==> src/rtl/core/rlcm_pkg.sv <==
// Shared types and constants for the running least-common-multiple accumulator.
package rlcm_pkg;

  // Default width of the running value.
  localparam int unsigned LCM_WIDTH_DEF = 32;
  // Width of one input period.
  localparam int unsigned PERIOD_W = 16;
  // Width of the reported value.
  localparam int unsigned OUT_W = 32;

  // Controller states.
  typedef enum logic [3:0] {
    ST_IDLE,
    ST_DECIDE,
    ST_DIV_MOD,
    ST_GCD_START,
    ST_GCD,
    ST_DIV_QUO,
    ST_MUL_START,
    ST_MUL,
    ST_WRITE
  } state_t;

  // Datapath operations issued by the controller.
  typedef enum logic [3:0] {
    OP_NONE,
    OP_CAPTURE,
    OP_DIV_MOD_START,
    OP_DIV_STEP,
    OP_GCD_START,
    OP_GCD_STEP,
    OP_DIV_QUO_START,
    OP_MUL_START,
    OP_MUL_STEP,
    OP_COMMIT
  } dp_op_t;

  // How the running value is updated at commit.
  typedef enum logic [1:0] {
    CK_RESTART,
    CK_ZERO,
    CK_SAT,
    CK_MUL
  } commit_t;

  // Command from controller to datapath.
  typedef struct packed {
    dp_op_t  op;
    commit_t kind;
  } dp_cmd_t;

  // Status from datapath to controller.
  typedef struct packed {
    logic restart;
    logic zero_case;
    logic sat_case;
    logic iter_last;
    logic gcd_done;
    logic out_free;
  } dp_stat_t;

endpackage

==> src/rtl/core/rlcm_ctrl.sv <==
// Sequencing state machine for the running least-common-multiple accumulator.
module rlcm_ctrl (
  input  logic               clk,
  input  logic               rst_n,
  input  logic               in_valid,
  output logic               in_stall,
  input  rlcm_pkg::dp_stat_t stat,
  output rlcm_pkg::dp_cmd_t  cmd
);
  import rlcm_pkg::*;

  state_t  state_r, state_nxt;
  commit_t kind_r, kind_nxt;

  // State and commit-kind registers.
  always_ff @(posedge clk) begin
    if (!rst_n) begin
      state_r <= ST_IDLE;
      kind_r  <= CK_ZERO;
    end else begin
      state_r <= state_nxt;
      kind_r  <= kind_nxt;
    end
  end

  // The input side is open only between items.
  assign in_stall = (state_r != ST_IDLE);

  // Next state and datapath commands.
  always_comb begin
    state_nxt = state_r;
    kind_nxt  = kind_r;
    cmd.op    = OP_NONE;
    cmd.kind  = kind_r;
    case (state_r)
      ST_IDLE: begin
        if (in_valid) begin
          cmd.op    = OP_CAPTURE;
          state_nxt = ST_DECIDE;
        end
      end
      ST_DECIDE: begin
        if (stat.restart) begin
          kind_nxt  = CK_RESTART;
          state_nxt = ST_WRITE;
        end else if (stat.zero_case) begin
          kind_nxt  = CK_ZERO;
          state_nxt = ST_WRITE;
        end else if (stat.sat_case) begin
          kind_nxt  = CK_SAT;
          state_nxt = ST_WRITE;
        end else begin
          cmd.op    = OP_DIV_MOD_START;
          state_nxt = ST_DIV_MOD;
        end
      end
      ST_DIV_MOD: begin
        cmd.op = OP_DIV_STEP;
        if (stat.iter_last) begin
          state_nxt = ST_GCD_START;
        end
      end
      ST_GCD_START: begin
        cmd.op    = OP_GCD_START;
        state_nxt = ST_GCD;
      end
      ST_GCD: begin
        if (stat.gcd_done) begin
          cmd.op    = OP_DIV_QUO_START;
          state_nxt = ST_DIV_QUO;
        end else begin
          cmd.op = OP_GCD_STEP;
        end
      end
      ST_DIV_QUO: begin
        cmd.op = OP_DIV_STEP;
        if (stat.iter_last) begin
          state_nxt = ST_MUL_START;
        end
      end
      ST_MUL_START: begin
        cmd.op    = OP_MUL_START;
        state_nxt = ST_MUL;
      end
      ST_MUL: begin
        cmd.op = OP_MUL_STEP;
        if (stat.iter_last) begin
          kind_nxt  = CK_MUL;
          state_nxt = ST_WRITE;
        end
      end
      ST_WRITE: begin
        // Commit only when the output register can take the result.
        if (stat.out_free) begin
          cmd.op    = OP_COMMIT;
          state_nxt = ST_IDLE;
        end
      end
      default: begin
        state_nxt = ST_IDLE;
      end
    endcase
  end

`ifndef SYNTHESIS
  // A commit always returns the controller to idle.
  a_commit_to_idle: assert property (@(posedge clk) disable iff (!rst_n)
    (cmd.op == OP_COMMIT) |=> (state_r == ST_IDLE))
    else $error("commit did not return to idle");

  // An item is captured only from idle.
  a_capture_idle: assert property (@(posedge clk) disable iff (!rst_n)
    (cmd.op == OP_CAPTURE) |-> (state_r == ST_IDLE && !in_stall))
    else $error("capture outside idle");

  // A fold result is committed only after the multiply pass.
  a_mul_before_write: assert property (@(posedge clk) disable iff (!rst_n)
    (state_r == ST_MUL && stat.iter_last) |=> (state_r == ST_WRITE && kind_r == CK_MUL))
    else $error("multiply pass did not lead to commit");
`endif

endmodule

==> src/rtl/core/rlcm_dp.sv <==
// Datapath: running value, serial divider, binary gcd unit and serial multiplier.
module rlcm_dp #(
  parameter int unsigned LCM_WIDTH = rlcm_pkg::LCM_WIDTH_DEF
) (
  input  logic                           clk,
  input  logic                           rst_n,
  input  logic [rlcm_pkg::PERIOD_W-1:0]  in_period,
  input  logic                           in_restart,
  output logic                           out_valid,
  input  logic                           out_stall,
  output logic [rlcm_pkg::OUT_W-1:0]     out_lcm_value,
  output logic                           out_overflow,
  input  rlcm_pkg::dp_cmd_t              cmd,
  output rlcm_pkg::dp_stat_t             stat
);
  import rlcm_pkg::*;

  localparam int unsigned AW = LCM_WIDTH + PERIOD_W;
  localparam int unsigned CMAX = (LCM_WIDTH > PERIOD_W) ? LCM_WIDTH : PERIOD_W;
  localparam int unsigned CW = $clog2(CMAX + 1);
  localparam logic [63:0] MAXV64 = {64{1'b1}} >> (64 - LCM_WIDTH);
  localparam logic [LCM_WIDTH-1:0] MAXV = {LCM_WIDTH{1'b1}};

  // Captured item.
  logic [PERIOD_W-1:0]  p_r, p_nxt;
  logic                 restart_r, restart_nxt;
  // Running state.
  logic [LCM_WIDTH-1:0] run_r, run_nxt;
  logic                 sticky_r, sticky_nxt;
  // Divider.
  logic [LCM_WIDTH-1:0] dvd_r, dvd_nxt;
  logic [PERIOD_W-1:0]  rem_r, rem_nxt;
  logic [PERIOD_W-1:0]  div_r, div_nxt;
  // Gcd unit.
  logic [PERIOD_W-1:0]  a_r, a_nxt;
  logic [PERIOD_W-1:0]  b_r, b_nxt;
  logic [3:0]           k_r, k_nxt;
  // Multiplier.
  logic [AW-1:0]        acc_r, acc_nxt;
  logic [PERIOD_W-1:0]  pm_r, pm_nxt;
  // Shared step counter.
  logic [CW-1:0]        cnt_r, cnt_nxt;
  // Output register.
  logic                 out_valid_r, out_valid_nxt;
  logic [OUT_W-1:0]     out_val_r, out_val_nxt;
  logic                 out_ovf_r, out_ovf_nxt;

  // Intermediate values.
  logic [PERIOD_W:0]    rem_shift;
  logic [PERIOD_W-1:0]  gval;
  logic [PERIOD_W-1:0]  gcd_val;
  logic [63:0]          run64;
  logic                 out_free;

  assign rem_shift = {rem_r, dvd_r[LCM_WIDTH-1]};
  assign gval      = a_r | b_r;
  assign gcd_val   = gval << k_r;
  assign out_free  = !out_valid_r || !out_stall;

  // Status toward the controller.
  assign stat.restart   = restart_r;
  assign stat.zero_case = (p_r == '0) || (run_r == '0);
  assign stat.sat_case  = sticky_r;
  assign stat.iter_last = (cnt_r == CW'(1));
  assign stat.gcd_done  = (a_r == '0) || (b_r == '0);
  assign stat.out_free  = out_free;

  // Control and running-state registers.
  always_ff @(posedge clk) begin
    if (!rst_n) begin
      run_r       <= '0;
      sticky_r    <= 1'b0;
      out_valid_r <= 1'b0;
    end else begin
      run_r       <= run_nxt;
      sticky_r    <= sticky_nxt;
      out_valid_r <= out_valid_nxt;
    end
  end

  // Working registers.
  always_ff @(posedge clk) begin
    p_r       <= p_nxt;
    restart_r <= restart_nxt;
    dvd_r     <= dvd_nxt;
    rem_r     <= rem_nxt;
    div_r     <= div_nxt;
    a_r       <= a_nxt;
    b_r       <= b_nxt;
    k_r       <= k_nxt;
    acc_r     <= acc_nxt;
    pm_r      <= pm_nxt;
    cnt_r     <= cnt_nxt;
    out_val_r <= out_val_nxt;
    out_ovf_r <= out_ovf_nxt;
  end

  // Next values for every operation.
  always_comb begin
    p_nxt         = p_r;
    restart_nxt   = restart_r;
    run_nxt       = run_r;
    sticky_nxt    = sticky_r;
    dvd_nxt       = dvd_r;
    rem_nxt       = rem_r;
    div_nxt       = div_r;
    a_nxt         = a_r;
    b_nxt         = b_r;
    k_nxt         = k_r;
    acc_nxt       = acc_r;
    pm_nxt        = pm_r;
    cnt_nxt       = cnt_r;
    out_val_nxt   = out_val_r;
    out_ovf_nxt   = out_ovf_r;
    out_valid_nxt = out_valid_r && out_stall;
    run64         = 64'(run_r);
    case (cmd.op)
      OP_CAPTURE: begin
        p_nxt       = in_period;
        restart_nxt = in_restart;
      end
      // Restoring division of the running value, one quotient bit a step.
      OP_DIV_MOD_START: begin
        dvd_nxt = run_r;
        rem_nxt = '0;
        div_nxt = p_r;
        cnt_nxt = CW'(LCM_WIDTH);
      end
      OP_DIV_QUO_START: begin
        dvd_nxt = run_r;
        rem_nxt = '0;
        div_nxt = gcd_val;
        cnt_nxt = CW'(LCM_WIDTH);
      end
      OP_DIV_STEP: begin
        if (rem_shift >= {1'b0, div_r}) begin
          rem_nxt = PERIOD_W'(rem_shift - {1'b0, div_r});
          dvd_nxt = {dvd_r[LCM_WIDTH-2:0], 1'b1};
        end else begin
          rem_nxt = rem_shift[PERIOD_W-1:0];
          dvd_nxt = {dvd_r[LCM_WIDTH-2:0], 1'b0};
        end
        cnt_nxt = cnt_r - CW'(1);
      end
      // Binary gcd of the period and the remainder.
      OP_GCD_START: begin
        a_nxt = p_r;
        b_nxt = rem_r;
        k_nxt = '0;
      end
      OP_GCD_STEP: begin
        if (!a_r[0] && !b_r[0]) begin
          a_nxt = a_r >> 1;
          b_nxt = b_r >> 1;
          k_nxt = k_r + 4'd1;
        end else if (!a_r[0]) begin
          a_nxt = a_r >> 1;
        end else if (!b_r[0]) begin
          b_nxt = b_r >> 1;
        end else if (a_r >= b_r) begin
          a_nxt = a_r - b_r;
        end else begin
          b_nxt = b_r - a_r;
        end
      end
      // Shift-and-add product of the quotient and the period, MSB first.
      OP_MUL_START: begin
        acc_nxt = '0;
        pm_nxt  = p_r;
        cnt_nxt = CW'(PERIOD_W);
      end
      OP_MUL_STEP: begin
        acc_nxt = {acc_r[AW-2:0], 1'b0} + (pm_r[PERIOD_W-1] ? AW'(dvd_r) : AW'(0));
        pm_nxt  = {pm_r[PERIOD_W-2:0], 1'b0};
        cnt_nxt = cnt_r - CW'(1);
      end
      // Update the running value and load the output register.
      OP_COMMIT: begin
        case (cmd.kind)
          CK_RESTART: begin
            if (64'(p_r) > MAXV64) begin
              run_nxt    = MAXV;
              sticky_nxt = 1'b1;
            end else begin
              run_nxt    = LCM_WIDTH'(p_r);
              sticky_nxt = 1'b0;
            end
          end
          CK_ZERO: begin
            run_nxt = '0;
          end
          CK_SAT: begin
            run_nxt = MAXV;
          end
          CK_MUL: begin
            if (acc_r[AW-1:LCM_WIDTH] != '0) begin
              run_nxt    = MAXV;
              sticky_nxt = 1'b1;
            end else begin
              run_nxt = acc_r[LCM_WIDTH-1:0];
            end
          end
          default: begin
            run_nxt = run_r;
          end
        endcase
        run64         = 64'(run_nxt);
        out_val_nxt   = run64[OUT_W-1:0];
        out_ovf_nxt   = sticky_nxt;
        out_valid_nxt = 1'b1;
      end
      default: begin
        run64 = 64'(run_r);
      end
    endcase
  end

  assign out_valid     = out_valid_r;
  assign out_lcm_value = out_val_r;
  assign out_overflow  = out_ovf_r;

`ifndef SYNTHESIS
  // The partial remainder stays below the divisor after each division step.
  a_rem_bound: assert property (@(posedge clk) disable iff (!rst_n)
    (cmd.op == OP_DIV_STEP) |=> (rem_r < div_r))
    else $error("division remainder out of range");

  // Gcd steps run only on two nonzero operands.
  a_gcd_operands: assert property (@(posedge clk) disable iff (!rst_n)
    (cmd.op == OP_GCD_STEP) |-> (a_r != '0 && b_r != '0))
    else $error("gcd step on a zero operand");

  // A set sticky flag goes with a saturated or zero running value.
  a_sticky_value: assert property (@(posedge clk) disable iff (!rst_n)
    sticky_r |-> (run_r == MAXV || run_r == '0))
    else $error("sticky flag without saturated value");

  // A result is never committed over one that is still waiting.
  a_commit_free: assert property (@(posedge clk) disable iff (!rst_n)
    (cmd.op == OP_COMMIT) |-> (!out_valid_r || !out_stall))
    else $error("result overwritten");
`endif

endmodule

==> src/rtl/core/running_lcm_accumulator_top.sv <==
// Top level of the running least-common-multiple accumulator.
//
// Input channel: in_period and in_restart, transferred when in_valid is high
// and in_stall is low. A restart item starts a new list with its period as
// the running value and clears the overflow flag; every other item folds its
// period into the running value as the least common multiple.
// Result channel: one result per item on out_lcm_value and out_overflow,
// transferred when out_valid is high and out_stall is low.
// One item is worked on at a time; in_stall is low only while idle.
// Restart, zero and already-saturated items go from the decide state straight
// to the write state and skip the arithmetic.
// A fold runs two passes of the bit-serial divider (one bit a cycle), the
// binary gcd loop and a shift-and-add multiply.
// A finished result waits in the output register; the next item is taken
// meanwhile, and its commit waits while the receiver stalls.
// Reset clears the running value, the internal overflow flag and out_valid; out_overflow itself is not reset.
module running_lcm_accumulator_top #(
  parameter int unsigned LCM_WIDTH = rlcm_pkg::LCM_WIDTH_DEF
) (
  input  logic                          clk,
  input  logic                          rst_n,
  input  logic                          in_valid,
  output logic                          in_stall,
  input  logic [rlcm_pkg::PERIOD_W-1:0] in_period,
  input  logic                          in_restart,
  output logic                          out_valid,
  input  logic                          out_stall,
  output logic [rlcm_pkg::OUT_W-1:0]    out_lcm_value,
  output logic                          out_overflow
);
  import rlcm_pkg::*;

  dp_cmd_t  cmd;
  dp_stat_t stat;

  // Sequencer.
  rlcm_ctrl u_ctrl (
    .clk      (clk),
    .rst_n    (rst_n),
    .in_valid (in_valid),
    .in_stall (in_stall),
    .stat     (stat),
    .cmd      (cmd)
  );

  // Arithmetic and result register.
  rlcm_dp #(
    .LCM_WIDTH (LCM_WIDTH)
  ) u_dp (
    .clk           (clk),
    .rst_n         (rst_n),
    .in_period     (in_period),
    .in_restart    (in_restart),
    .out_valid     (out_valid),
    .out_stall     (out_stall),
    .out_lcm_value (out_lcm_value),
    .out_overflow  (out_overflow),
    .cmd           (cmd),
    .stat          (stat)
  );

endmodule
==> config.mk <==
export PLATFORM = sky130hd
export DESIGN_NAME = running_lcm_accumulator_top
export DESIGN_NICKNAME = d
export VERILOG_FILES = /design/src/rtl/core/rlcm_pkg.sv /design/src/rtl/core/rlcm_ctrl.sv /design/src/rtl/core/rlcm_dp.sv /design/src/rtl/core/running_lcm_accumulator_top.sv
export SDC_FILE = /design/constraint.sdc
export NUM_CORES = 1
export LEC_CHECK = 0
export ABC_AREA = 1
export BUFFER_PORTS_ARGS = -buffer_cell sky130_fd_sc_hd__buf_2
export CAP_MARGIN = 20
export CORE_ASPECT_RATIO = 0.6
export CORE_UTILIZATION = 45
export DETAILED_ROUTE_END_ITERATION = 6
export PLACE_DENSITY_LB_ADDON = 0.25
export RECOVER_POWER = 25
export REMOVE_ABC_BUFFERS = 1
export SLEW_MARGIN = 10
export SYNTH_ARGS = -nofsm -noshare
export SYNTH_HDL_FRONTEND = slang
export SYNTH_SLANG_ARGS = --single-unit
==> constraint.sdc <==
create_clock -name clk -period 4.03 [get_ports clk]
set_clock_uncertainty 0.1 [all_clocks]
set_input_delay 0.2015 -clock clk [delete_from_list [all_inputs] [get_ports clk]]
set_output_delay 0.2015 -clock clk [all_outputs]
set_load 0.05 [all_outputs]
==> run_results.csv, run 1 <==
group,metric,value,unit
clock_network,path_clk_slew,60,ps
critical_path,worst-path-max-fanout,42,
synthesis,synth_edf_count,220,
critical_path,rr_endpoint,"u_dp.acc_r[30]",
timing,slew_headroom,-0.719,
global_routing,grt_antenna_before_repair,1,
critical_path,startpoint_type,"flop",
critical_path,startpoint,"u_ctrl.state_r[2]",
layout,area_delta_synth_final,9.80,%
synthesis,yosysMostFrequentCell,"nand2_1",
synthesis,synth_area_leaders,"edfxtp_1, nand2_1, inv_1",
timing,finalSetupViolations,0,
clock_network,ctsResizeCount,0,
detailed_routing,wl,61.9,mm
global_routing,grt_usage,0.290,
clock_network,cts_tree,"yes",
clock_network,root_buffer,"clkbuf_16",
power,p_total,11800,uW
clock_network,cts.sinks,260,
timing,hold_viol,0,
synthesis,ys_warn_count,0,
detailed_routing,drc,0,
global_routing,grt_max_degree,92,
layout,nFillCells,4098,
critical_path,worstPathRequired,4060,ps
synthesis,ys_seq_area_frac,0.395,
critical_path,ff2ff_path_depth,7,
critical_path,rrSetupSlack,470,ps
synthesis,synthArstFlopShare,0,
synthesis,yosys_register_bits,260,
synthesis,synth_cell_types,55,
floorplanning,die_w,266,um
job,maxCapViolations,3,
detailed_routing,dr.pass1.iters,7,
clock_network,cts_buffers,27,
layout,regArea,7410,um^2
outcome,failed_checks,"max-capacitance violations, max-slew violations",
timing,tightest_slew,2580,ps
placed_design,hpwl,48.7,mm
detailed_routing,routedWlPerCell,19.3,um
timing,rsz0062_at_grt,"no",
floorplanning,die_h,160,um
timing,min_period,3560,ps
floorplanning,die-area,42600,um^2
layout,finalNetCount,2757,
synthesis,synth_area_per_cell,7.28,um^2
synthesis,netlist_area,18800,um^2
global_routing,grt_pass1_wl,94.2,mm
timing,final.period_utilization,0.884,
layout,multiInputGateArea,9350,um^2
placed_design,place_congestion,1.06,
synthesis,synth_top_area_frac,0.352,
critical_path,r2r-start,"u_ctrl.state_r[2]",
min_path,hold_path_class,"in -> reg",
critical_path,crit_end,"u_dp.acc_r[30]",
detailed_routing,drt_iter0_markers,2170,
floorplanning,start_util,0.460,
clock_network,clk_path_buf_depth,3,
detailed_routing,routed-via-count,17500,
timing,fin_tns_setup,0,ps
critical_path,path_class,"reg -> reg",
power,power.density,571,nW/um^2
critical_path,arrival,3590,ps
detailed_routing,via_per_inst,5.44,
critical_path,end_kind,"flop",
detailed_routing,ant_nets,0,
floorplanning,core-area,40800,um^2
clock_network,cts-htree-levels,1,
power,p_leak,0.00987,uW
layout,layout-drive-gt1-share,0.0690,
timing,slew_violations,178,
synthesis,synth_common_cells,"nand2_1, inv_1, edfxtp_1, nor2_1, a21oi_1",
synthesis,synth-main-ff-cell,"edfxtp_1",
floorplanning,row_count,57,
outcome,status,"finished with violations",
timing,max_freq,281,MHz
global_routing,grt_pass1_vias,15800,
synthesis,synthCells,2579,
clock_network,insertion_delay,570,ps
placed_design,io_buffers,55,
floorplanning,ios,56,
power,vdd_drop_max,0.443,mV
synthesis,yosysTopAreaCell,"edfxtp_1",
global_routing,gr-total-overflow,0,
## flip-flops by register name (all words and copies together), names as in the netlist, 6 cells and up
name                cells
u_dp.a_r               16
u_dp.acc_r             48
u_dp.b_r               16
u_dp.cnt_r              6
u_dp.div_r             16
u_dp.dvd_r             32
u_dp.out_lcm_value     32
u_dp.p_r               16
u_dp.pm_r              16
u_dp.rem_r             16
u_dp.run_r             32
## routing by layer
layer	wire, um	track usage	up-vias
met4	751	0.0421	0
met2	21100	0.338	913
met1	31200	0.483	8151
met5	0	0	-
met3	8850	0.109	47
li1	-	-	8379
## power breakdown
group	total (uW)	leakage, uW	internal (uW)	switching [uW]
Clock	2520	0.000423	1390	1130
Combinational	5040	0.00704	1420	3610
Sequential	4200	0.00241	3790	412
## worst max-delay path, cell delays in order (launching register included)
cell,delay [ps]
dfxtp_1,370
inv_2,90
nor2_2,40
inv_1,130
nor2_2,70
inv_1,80
clkbuf_1,1820
a21oi_1,370
## worst min-delay path by stage
stage            startpoint                to  slack, ps  depth (start not counted)
2_1_floorplan         rst_n  u_ctrl.kind_r[0]        190                          1
3_3_place_gp   in_period[8]       u_dp.p_r[8]        280                          1
3_5_place_dp   in_period[5]       u_dp.p_r[5]        280                          1
4_1_cts        in_period[5]       u_dp.p_r[5]        220                          2
5_1_grt        in_period[3]       u_dp.p_r[3]        240                          2
6_report       in_period[2]       u_dp.p_r[2]        240                          2
## through the flow
stage	hold WS (ps)	cells	area [um^2]	worst slack (ps)	utilization
3_3_place_gp	279	3141	19600	646	0.480
5_1_grt	238	3212	20600	225	0.505
6_report	239	3213	20600	466	0.505
4_1_cts	225	3210	20600	668	0.506
2_1_floorplan	186	2512	18500	108	-
3_5_place_dp	281	3141	19600	679	0.480
## placed cells by master, fill, tap and decap left out, types with 4 or more instances in the layout
| cell | Yosys | routed |
|---|---|---|
| inv_1 | 442 | 445 |
| a21oi_1 | 160 | 160 |
| mux2_2 | 6 | 6 |
| nand3b_1 | 9 | 9 |
| o21ai_1 | 8 | 8 |
| dfxtp_1 | 40 | 40 |
| xnor2_1 | 8 | 8 |
| o211ai_1 | 8 | 8 |
| a21o_1 | 7 | 7 |
| buf_2 | 12 | 14 |
| nand3_1 | 144 | 144 |
| dlygate4sd3_1 | 0 | 20 |
| buf_4 | 1 | 9 |
| nand4_1 | 60 | 60 |
| a21boi_0 | 12 | 12 |
| nor2_2 | 8 | 8 |
| or2_1 | 4 | 4 |
| a21boi_2 | 11 | 11 |
| o21bai_1 | 7 | 7 |
| clkinv_2 | 0 | 6 |
| nand2_1 | 751 | 749 |
| or2_2 | 30 | 30 |
| o21ai_0 | 125 | 125 |
| clkbuf_8 | 0 | 5 |
| nor3_1 | 16 | 15 |
| fa_1 | 4 | 4 |
| o31ai_1 | 4 | 4 |
| clkbuf_16 | 0 | 27 |
| edfxtp_1 | 220 | 220 |
| inv_2 | 14 | 11 |
| clkbuf_1 | 51 | 49 |
| nand2_4 | 11 | 11 |
| a21boi_1 | 13 | 13 |
| nand2_2 | 20 | 22 |
| a31oi_1 | 6 | 6 |
| nor2_1 | 211 | 211 |
| xor2_1 | 28 | 28 |
| ha_1 | 100 | 100 |
## timing repair
item,in CTS,in global routing
endpoints found under the setup margin,0,0
buffers inserted,0,0
hold buffers,20,0
endpoints found under the hold margin,35,0
## logic make-up after synthesis
family                     count (synthesis)  share of synthesized area
AOI/OAI and AO/OA                        371                      0.112
DFF                                      260                      0.395
adders and majority gates                104                     0.0709
xor gates and xnor gates                  36                     0.0168
and+or+nand+nor                         1276                      0.293
muxes                                      7                    0.00413
buffers and inverters                    525                      0.108
## layout make-up
| class | instances | share of cell area |
|---|---|---|
| Multi-Input combinational cell | 1794 | 0.454 |
| Sequential cell | 260 | 0.359 |
| Inverter | 458 | 0.0835 |
| Clock buffer | 37 | 0.0370 |
| Tap cell | 560 | 0.0340 |
| Timing Repair Buffer | 91 | 0.0277 |
| Clock inverter | 12 | 0.00467 |
| Antenna cell | 1 | 0.000121 |
Power figures use the tool's default switching activity.
==> run 2, diff against run 1 <==
ABC_AREA = default   (was 1)
==> run_results.csv, run 2 <==
group,metric,value,unit
global_routing,grt_antenna_before_repair,1,
layout,layout-drive-gt1-share,0.0683,
layout,regArea,7410,um^2
timing,hold-worst-slack,106,ps
outcome,failed_checks,"max-capacitance violations, max-slew violations",
critical_path,end_kind,"flop",
synthesis,synth-main-ff-cell,"edfxtp_1",
synthesis,synth_edf_count,220,
synthesis,netlist_area,16500,um^2
layout,instances_no_fill,2326,
timing,fin_tns_setup,0,ps
timing,final.period_utilization,0.932,
synthesis,ys_seq_area_frac,0.450,
synthesis,synth_area_leaders,"edfxtp_1, ha_1, nand2_1",
synthesis,synth_cell_types,76,
critical_path,r2r-start,"u_dp.pm_r[15]",
detailed_routing,drt_iter0_markers,1697,
floorplanning,die-area,37400,um^2
floorplanning,ios,56,
clock_network,cts.sinks,260,
job,maxCapViolations,2,
critical_path,startpoint,"u_dp.pm_r[15]",
clock_network,path_clk_slew,60,ps
synthesis,yosysMostFrequentCell,"nand2_1",
floorplanning,start_util,0.463,
layout,final_cell_mix,"nand2_1, edfxtp_1, nor2_1",
layout,largest_register_ffs,48,
synthesis,synth-simple-area-share,0.209,
detailed_routing,via_per_inst,5.98,
synthesis,synthCells,1797,
synthesis,synth_top_family_by_area,"simple AND/OR/NAND/NOR gates",
synthesis,yosys_register_bits,260,
floorplanning,row_count,53,
timing,max_freq,266,MHz
global_routing,grt_usage,0.267,
synthesis,yosysTopAreaCell,"edfxtp_1",
critical_path,worst-path-max-fanout,25,
synthesis,ys_warn_count,0,
global_routing,gr-total-overflow,0,
layout,nFillCells,3260,
detailed_routing,ant_nets,0,
synthesis,synthXorXnorAreaFrac,0.0346,
timing,min_period,3760,ps
layout,finalNetCount,1964,
detailed_routing,dr.pass1.iters,5,
critical_path,arrival,3950,ps
synthesis,synthMuxAreaShare,0.0224,
global_routing,grt_max_degree,61,
clock_network,clk_path_buf_depth,3,
min_path,min_from,"rst_n",
placed_design,place_congestion,0.977,
layout,area_delta_synth_final,11.0,%
power,p_leak,0.00715,uW
detailed_routing,wl,49.9,mm
timing,rsz0062_at_grt,"no",
critical_path,path_class,"reg -> reg",
min_path,min_path_cells,2,
placed_design,hpwl,36.6,mm
synthesis,synthArstFlopShare,0,
layout,final_common_cell,"nand2_1",
floorplanning,die_w,249,um
detailed_routing,routedWlPerCell,21.5,um
detailed_routing,routed-via-count,13900,
floorplanning,core-area,35500,um^2
detailed_routing,drc,0,
clock_network,cts_buffers,26,
global_routing,grt_pass1_vias,12800,
synthesis,synth_compound_area_frac,0.160,
layout,regMostFlops,"u_dp.acc_r",
synthesis,synth_area_per_cell,9.16,um^2
clock_network,cts_tree,"yes",
timing,slew_headroom,-0.435,
synthesis,synth_top_area_frac,0.401,
synthesis,synthAdderAreaFrac,0.0809,
placed_design,dp_slack,351,ps
timing,slew_violations,67,
timing,hold_viol,0,
timing,tightest_slew,2150,ps
clock_network,root_buffer,"clkbuf_16",
floorplanning,die_h,150,um
synthesis,synth_common_cells,"nand2_1, edfxtp_1, nor2_1, a21oi_1, o21ai_0",
power,power.density,583,nW/um^2
outcome,status,"finished with violations",
power,vdd_drop_max,0.531,mV
critical_path,startpoint_type,"flop",
layout,multiInputGateArea,8370,um^2
placed_design,placed_cells,2259,
layout,n_antenna_cell,0,
global_routing,grt_pass1_wl,76.6,mm
critical_path,ff2ff_path_depth,11,
clock_network,cts-htree-levels,1,
timing,finalSetupViolations,0,
min_path,hold_path_class,"in -> reg",
clock_network,insertion_delay,560,ps
placed_design,io_buffers,55,
critical_path,worstPathRequired,4220,ps
timing,fin_ws,274,ps
clock_network,cts_setup_buffers,0,
-- run 2: changes by cell type in the layout (fill, tap and decap cells not counted), sizes merged, moves of 34 or more --
cell,change
nand3,-108
nand2,-499
nand4,-44
inv,-363
xnor2,+34
nor2b,+37
and2,+42
nor2,-53
-- run 2: stage by stage --
stage	total power, uW	area (um^2)	utilization
floorplan	6580	16100	-
global placement	7910	17200	0.485
detailed placement	7970	17200	0.485
CTS	10600	18300	0.515
global route	11200	18300	0.514
finish	10700	18300	0.514
-- run 2: per-layer routing --
metal  routed length, um  GRT usage
met3                6500     0.0795
met4                 799     0.0460
met5                   9          0
met1               24900      0.439
met2               17700      0.330
-- run 2: path summary, 6_finish.rpt --
check                endpoint  slack (ps)
max            u_dp.acc_r[27]         270
min reg2reg     u_dp.run_r[6]         390
min          u_ctrl.kind_r[0]         110
max reg2reg    u_dp.acc_r[27]         270
-- run 2: cells by family (layout without fill, tap and decap cells) --
family | after synthesis | in the layout
flops | 260 | 260
simple gates | 731 | 731
buf+inv | 183 | 245
compound gates | 423 | 423
fa+ha+maj | 104 | 104
mux | 31 | 31
xor+xnor | 65 | 65
-- run 2: final cells by class --
class,count,share of cell area
repair buffers,103,0.0368
clock buffers,32,0.0402
well taps,467,0.0320
clock inverters,16,0.00856
flip-flops and latches,260,0.405
multi-input cells,1354,0.458
inverters,94,0.0193
-- run 2: report_power, final --
part           internal (uW)  switching, uW
Clock                   1490           1100
Sequential              3690            522
Combinational           1240           2610
-- run 2: timing repair --
item / in CTS / in global routing
resized for setup: 0 / 1
hold buffers: 18 / 0
setup endpoints to repair: 0 / 1
hold endpoints to repair: 18 / 0
-- run 2: worst max-delay path, stage by stage, from the launching register on --
cell and delay, ps:
edfxtp_1 720, and2_1 290, ha_1 220, fa_1 420, a21oi_1 270, o211ai_1 170, o211ai_1 210, a21oi_1 150
o211ai_1 300, nand2_1 140, a211oi_1 400, mux2i_1 130
